## src/rtl/lbmc_pkg.sv

```systemverilog
package lbmc_pkg;

    localparam int DW = 32;
    localparam int FB = 24;
    localparam int NPOP = 9;
    localparam int DIV_STAGES = 4;
    localparam int DIV_STEP = DW / DIV_STAGES;
    localparam int LW = 2 * DW - FB + 1;

    typedef logic signed [DW-1:0] q_t;
    typedef q_t q9_t [NPOP];

    localparam q_t VMAX = {1'b0, {(DW-1){1'b1}}};
    localparam q_t VMIN = {1'b1, {(DW-1){1'b0}}};
    localparam q_t ZERO = '0;
    localparam q_t ONE  = q_t'(1) <<< FB;
    localparam q_t HALF = q_t'(1) <<< (FB - 1);
    localparam logic [2*DW:0] RND = (2*DW+1)'(1) << (FB - 1);
    localparam logic [LW-1:0] LIM = LW'(1) << (DW - 1);

    typedef enum logic [2:0] {
        REG_BETA  = 3'd0,
        REG_DT    = 3'd1,
        REG_INV   = 3'd2,
        REG_WREST = 3'd3,
        REG_WAXIS = 3'd4,
        REG_WDIAG = 3'd5
    } reg_idx_e;

    typedef struct packed {
        q_t beta;
        q_t dt;
        q_t inv;
        q_t wr;
        q_t wa;
        q_t wd;
    } cf_t;

    // long-division lane state
    typedef struct packed {
        logic [DW-1:0] rem;
        logic [DW-1:0] bits;
        logic [DW-1:0] quo;
        logic [DW-1:0] d;
        logic          neg;
        logic          ovf;
        logic          nonpos;
    } dvs_t;

    // node data carried beside the divider
    typedef struct {
        q9_t f;
        q_t  rho;
        q_t  fhx;
        q_t  fhy;
        q9_t fi;
        q_t  fscale;
    } sb_t;

    function automatic q_t qsat(input logic signed [DW:0] s);
        q_t r;
        if (s[DW] != s[DW-1]) begin
            r = s[DW] ? VMIN : VMAX;
        end else begin
            r = s[DW-1:0];
        end
        return r;
    endfunction

    function automatic q_t qadd(input q_t a, input q_t b);
        logic signed [DW:0] s;
        s = {a[DW-1], a} + {b[DW-1], b};
        return qsat(s);
    endfunction

    function automatic q_t qsub(input q_t a, input q_t b);
        logic signed [DW:0] s;
        s = {a[DW-1], a} - {b[DW-1], b};
        return qsat(s);
    endfunction

    function automatic logic [DW-1:0] qmag(input q_t a);
        logic [DW-1:0] m;
        m = a[DW-1] ? (~a + 1'b1) : a;
        return m;
    endfunction

    // full product, round half away from zero at FB, saturate
    function automatic q_t qmul(input q_t a, input q_t b);
        logic [DW-1:0]   ma;
        logic [DW-1:0]   mb;
        logic [2*DW-1:0] prod;
        logic [2*DW:0]   p;
        logic [LW-1:0]   lo;
        q_t              r;
        ma = qmag(a);
        mb = qmag(b);
        prod = {{DW{1'b0}}, ma} * {{DW{1'b0}}, mb};
        p = {1'b0, prod} + RND;
        lo = p[2*DW:FB];
        if (a[DW-1] ^ b[DW-1]) begin
            r = (lo >= LIM) ? VMIN : q_t'(~lo[DW-1:0] + 1'b1);
        end else begin
            r = (lo >= LIM) ? VMAX : q_t'(lo[DW-1:0]);
        end
        return r;
    endfunction

    function automatic int wclass(input int i);
        int c;
        if (i == 0) begin
            c = 0;
        end else if (i < 5) begin
            c = 1;
        end else begin
            c = 2;
        end
        return c;
    endfunction

endpackage

```

## src/rtl/lbmc_div.sv

```systemverilog
module lbmc_div (
    input  logic           aclk,
    input  logic           aresetn,
    input  logic           en,
    input  logic           in_valid,
    input  lbmc_pkg::dvs_t din,
    output logic           out_valid,
    output lbmc_pkg::dvs_t dout
);
    import lbmc_pkg::*;

    dvs_t st_next [DIV_STAGES];
    dvs_t st_reg  [DIV_STAGES];
    logic [DIV_STAGES-1:0] v_reg;

    // restoring division, DIV_STEP quotient bits per stage
    function automatic dvs_t div_step(input dvs_t si);
        dvs_t        s;
        logic [DW:0] r;
        s = si;
        for (int j = 0; j < DIV_STEP; j++) begin
            r = {s.rem, s.bits[DW-1]};
            s.bits = s.bits << 1;
            s.quo = s.quo << 1;
            if (r >= {1'b0, s.d}) begin
                r = r - {1'b0, s.d};
                s.quo[0] = 1'b1;
            end
            s.rem = r[DW-1:0];
        end
        return s;
    endfunction

    always_comb begin
        st_next[0] = div_step(din);
        for (int k = 1; k < DIV_STAGES; k++) st_next[k] = div_step(st_reg[k-1]);
    end

    always_ff @(posedge aclk) begin
        if (!aresetn) begin
            v_reg <= '0;
        end else if (en) begin
            v_reg <= {v_reg[DIV_STAGES-2:0], in_valid};
        end
    end

    always_ff @(posedge aclk) begin
        if (en) begin
            for (int k = 0; k < DIV_STAGES; k++) st_reg[k] <= st_next[k];
        end
    end

    assign out_valid = v_reg[DIV_STAGES-1];
    assign dout = st_reg[DIV_STAGES-1];

endmodule

```

## config.mk

```make
export PLATFORM = sky130hd
export DESIGN_NAME = lbmc_div
export DESIGN_NICKNAME = d
export VERILOG_FILES = /design/src/rtl/lbmc_pkg.sv /design/src/rtl/lbmc_div.sv
export SDC_FILE = /design/constraint.sdc
export NUM_CORES = 2
export LEC_CHECK = 0
export BUFFER_PORTS_ARGS = -buffer_cell sky130_fd_sc_hd__buf_2
export CORE_ASPECT_RATIO = 1.4
export CORE_MARGIN = 1.5
export CORE_UTILIZATION = 60
export CTS_BUF_LIST = sky130_fd_sc_hd__clkbuf_4
export CTS_CLUSTER_SIZE = 25
export DETAILED_ROUTE_END_ITERATION = 10
export PLACE_DENSITY_LB_ADDON = 0.25
export SETUP_SLACK_MARGIN = 0.1
export SLEW_MARGIN = 10
export SYNTH_ARGS = -nofsm -noshare
export SYNTH_HDL_FRONTEND = slang
export SYNTH_SLANG_ARGS = --single-unit
```

## constraint.sdc

```tcl
create_clock -name aclk -period 37.8 [get_ports aclk]
set_clock_uncertainty 0.15 [all_clocks]
set_input_delay 3.78 -clock aclk [delete_from_list [all_inputs] [get_ports aclk]]
set_output_delay 3.78 -clock aclk [all_outputs]
set_load 0.01 [all_outputs]
```

==> results by group <==
Worst hold path
  – Class of the tightest hold or removal check: reg2reg
  – Worst Hold Path Cells: 0

Synthesis
  – Netlist cell types: 98
  – Commonest register cell after synthesis: sky130_fd_sc_hd__edfxtp_1
  – Post-Syn Instances: ~8,900
  – Number of enable-type register cells in the synthesized netlist: ~400
  – Proportion of synthesized flip-flops having asynchronous set or reset: 0%
  – Avg Inst Size Synth: 8.247 sq um
  – Number of synthesized register bits: 400
  – Most instantiated library cell after synthesis: sky130_fd_sc_hd__ha_1
  – Fraction of synthesized cell area taken by the top area cell type: 17.54%
  – Yosys warns: 0
  – Synthesized area: between 70,000 and 80,000 sq um
  – Seq/Total Area, Yosys: ~16%
  – Largest cells by area after synthesis: sky130_fd_sc_hd__ha_1, sky130_fd_sc_hd__edfxtp_1, sky130_fd_sc_hd__mux2_2
  – Cell taking the most area after synthesis: sky130_fd_sc_hd__ha_1
  – Most numerous cell types in the synthesized netlist: sky130_fd_sc_hd__ha_1, sky130_fd_sc_hd__a21oi_1, sky130_fd_sc_hd__mux2_2

Critical path
  – Critical path capture point type: register
  – Crit path buf inv count: 13
  – CP required: 38.38 ns
  – Biggest fanout along the worst timing path: 35
  – Critical path depth: about 120
  – Kind of cell adding the most delay to the critical path: compound AO/OA/AOI/OAI gates
  – Reg2reg end: st_reg[2][114]$_DFFE_PP_
  – Cells on worst reg2reg path: between 100 and 150
  – Largest incremental delay on the critical path: roughly 0.63 ns
  – Critical Path Source: din[4]
  – Data arrival time at the worst-slack endpoint: around 36 ns
  – Critical register-to-register path startpoint: st_reg[1][4]$_DFFE_PP_
  – Worst setup SP type: primary input
  – Worst setup endpoint: st_reg[0][106]$_DFFE_PP_
  – Class of the most critical setup path: in2reg
  – Worst-path cell with the longest stage delay: sky130_fd_sc_hd__a2111oi_4
  – Worst-case register-to-register setup slack: approximately 3 ns

Clock tree
  – H-tree Lvls: 3
  – Clock buffer count from CTS: ~110
  – Clock Pin Slew Worst Setup and Hold Paths: 0.07 ns
  – Longest Clk Path Bufs: 3
  – Clock tree from TritonCTS: built
  – Hold-fix buffers at CTS: 0
  – Clock sinks: 400
  – Root buffer cell: sky130_fd_sc_hd__clkbuf_4
  – Clk_lat worst skew: between 1 and 1.5 ns

Drt
  – Count of vias placed by the detailed router: 69,990
  – Final Routed Wirelength: about 240,000 um
  – Routed length per placed instance: roughly 23 um
  – Detailed Route Iter0 Violations: around 5,200
  – Number of routed nets with antenna violations: 0
  – Vias/cell: roughly 6.5
  – # DRC: 0
  – First-pass iteration count of the detailed router: 6

Die
  – Area of the die: 123,900 sq um
  – Vert. Die Dim: about 420 um
  – Number of I/O pins: 267
  – Initial core utilization: about 60%
  – Core Rows: between 150 and 200
  – Core Box Area: 120,900 sq um
  – Die W: 297.9 um

GRT
  – Via count of the first global-routing pass: 67,130
  – Antenna violations before repair: 10
  – Total global routing track utilization: 37.93%
  – Overflow after GRT: 0
  – Largest net degree at the start of global routing: 190
  – Global-route wire length before repair: approximately 370,000 um

Place
  – Routability-driven placement congestion ratio: 0.9952
  – Count of port buffers added during placement: approximately 200
  – Detailed placement HPWL: between 150,000 and 200,000 um
  – Cell Count Post-Placement: about 11,000
  – Post-placement worst setup slack: ~1.5 ns

Final layout
  – Fraction of layout instances using a drive strength above 1: between 10% and 20%
  – Signed area change from the synthesized netlist to the final layout: 6.001%
  – Number of flip-flops under the largest register name: 396
  – Fill cell instance count of the final layout: between 10,000 and 15,000
  – Final cell count without fillers: approximately 11,000
  – Layout net count: around 10,000

STA
  – Final Worst Setup Slack: 2.283 ns
  – Final period utilization: between 90% and 100%
  – Setup total negative slack: 0 ns
  – Max Fclk: ~28 MHz
  – Worst slew margin: 19.00%
  – Final-layout worst hold slack: around 0.22 ns
  – Total setup violations reported at the end of the flow: 0
  – Slew Limit Fails: 0
  – Setup repair after global routing missed its margin: false
  – Tightest Pin Transition: around 1.2 ns
  – Final hold vios: 0
  – Post-route minimum period: approximately 36 ns

Run
  – Number of maximum-capacitance constraint violations: 0

Outcome
  – Run status: complete, no violations
area by class of cell:
type	instances	area [sq um]	share of cell area (%)
Timing Repair Buffer	285	1657	2.140
Antenna cell	9	22.52	0.02909
Tap cell	1606	2009	2.596
Inverter	516	1939	2.505
Sequential cell	400	11970	15.46
Multi-Input combinational cell	7774	58410	75.46
Clock buffer	130	975.9	1.261
Clock inverter	59	425.4	0.5495
logic make-up after synthesis:
| logic type | count (synthesis) | synth area share [%] |
|---|---|---|
| AND/OR/NAND/NOR | 2381 | 15.93 |
| flip-flops | 400 | 16.39 |
| AO/OA/AOI/OAI | 2704 | 23.58 |
| buffers and inverters | 713 | 3.906 |
| other | 1 | 0.005135 |
| adder cells (fa/ha/maj) | 1056 | 18.42 |
| multiplexers | 789 | 12.03 |
| XOR/XNOR | 812 | 9.738 |
placed cells by master (no fill, tap or decap), types with 118 or more instances in the layout:
| master | netlist | layout |
|---|---|---|
| sky130_fd_sc_hd__a21o_1 | 398 | 398 |
| sky130_fd_sc_hd__a21oi_1 | 855 | 854 |
| sky130_fd_sc_hd__buf_2 | 19 | 201 |
| sky130_fd_sc_hd__clkbuf_4 | 0 | 130 |
| sky130_fd_sc_hd__edfxtp_1 | 396 | 396 |
| sky130_fd_sc_hd__ha_1 | 1024 | 1024 |
| sky130_fd_sc_hd__inv_1 | 502 | 502 |
| sky130_fd_sc_hd__mux2_2 | 649 | 649 |
| sky130_fd_sc_hd__nand2_1 | 565 | 565 |
| sky130_fd_sc_hd__nand2b_1 | 131 | 131 |
| sky130_fd_sc_hd__nand3_1 | 196 | 195 |
| sky130_fd_sc_hd__nand4_1 | 159 | 159 |
| sky130_fd_sc_hd__nor2_1 | 627 | 626 |
| sky130_fd_sc_hd__nor2b_1 | 147 | 147 |
| sky130_fd_sc_hd__nor3_1 | 181 | 181 |
| sky130_fd_sc_hd__o21a_1 | 140 | 140 |
| sky130_fd_sc_hd__o21ai_0 | 532 | 531 |
| sky130_fd_sc_hd__o21bai_1 | 119 | 118 |
| sky130_fd_sc_hd__xnor2_1 | 568 | 568 |
| sky130_fd_sc_hd__xor2_1 | 244 | 244 |
worst min path at each step:
stage | start | end | slack (ns)
final | st_reg[0][69]$_DFFE_PP_ | st_reg[1][77]$_DFFE_PP_ | 0.22
after global routing | st_reg[0][80]$_DFFE_PP_ | st_reg[1][88]$_DFFE_PP_ | 0.27
after CTS | st_reg[0][41]$_DFFE_PP_ | st_reg[1][49]$_DFFE_PP_ | 0.26
after detailed placement | st_reg[1][76]$_DFFE_PP_ | st_reg[2][84]$_DFFE_PP_ | 0.25
after global placement | st_reg[1][40]$_DFFE_PP_ | st_reg[2][48]$_DFFE_PP_ | 0.25
after floorplan | st_reg[0][0]$_DFFE_PP_ | st_reg[1][0]$_DFFE_PP_ | 0.25
timing repair:
action | CTS | global route
resized for setup | 0 | 4
setup buffers | 0 | 0
endpoints found under the hold margin | 0 | 0
endpoints found under the setup margin | 0 | 32
layer usage:
metal | up-vias | share of wire (%) | wire length, um | GRT usage, %
met5 | - | 0.018 | 44 | 0
met1 | 32890 | 38 | 93180 | 42.88
met2 | 2638 | 48 | 116400 | 65.54
li1 | 33590 | - | - | -
met3 | 874 | 6.3 | 15470 | 5.222
met4 | 6 | 8.0 | 19490 | 26.96
through the flow:
| stage | cell area [sq um] | util, % |
|---|---|---|
| floorplan | 73150 | - |
| global placement | 75990 | 62.84 |
| detailed placement | 75990 | 62.84 |
| CTS | 77390 | 64.00 |
| global route | 77400 | 64.01 |
| finish | 77420 | 64.02 |
Power is left out: the tool's default activity adds up to more than one toggle a clock period on the data nets, which glitch-free logic cannot reach.
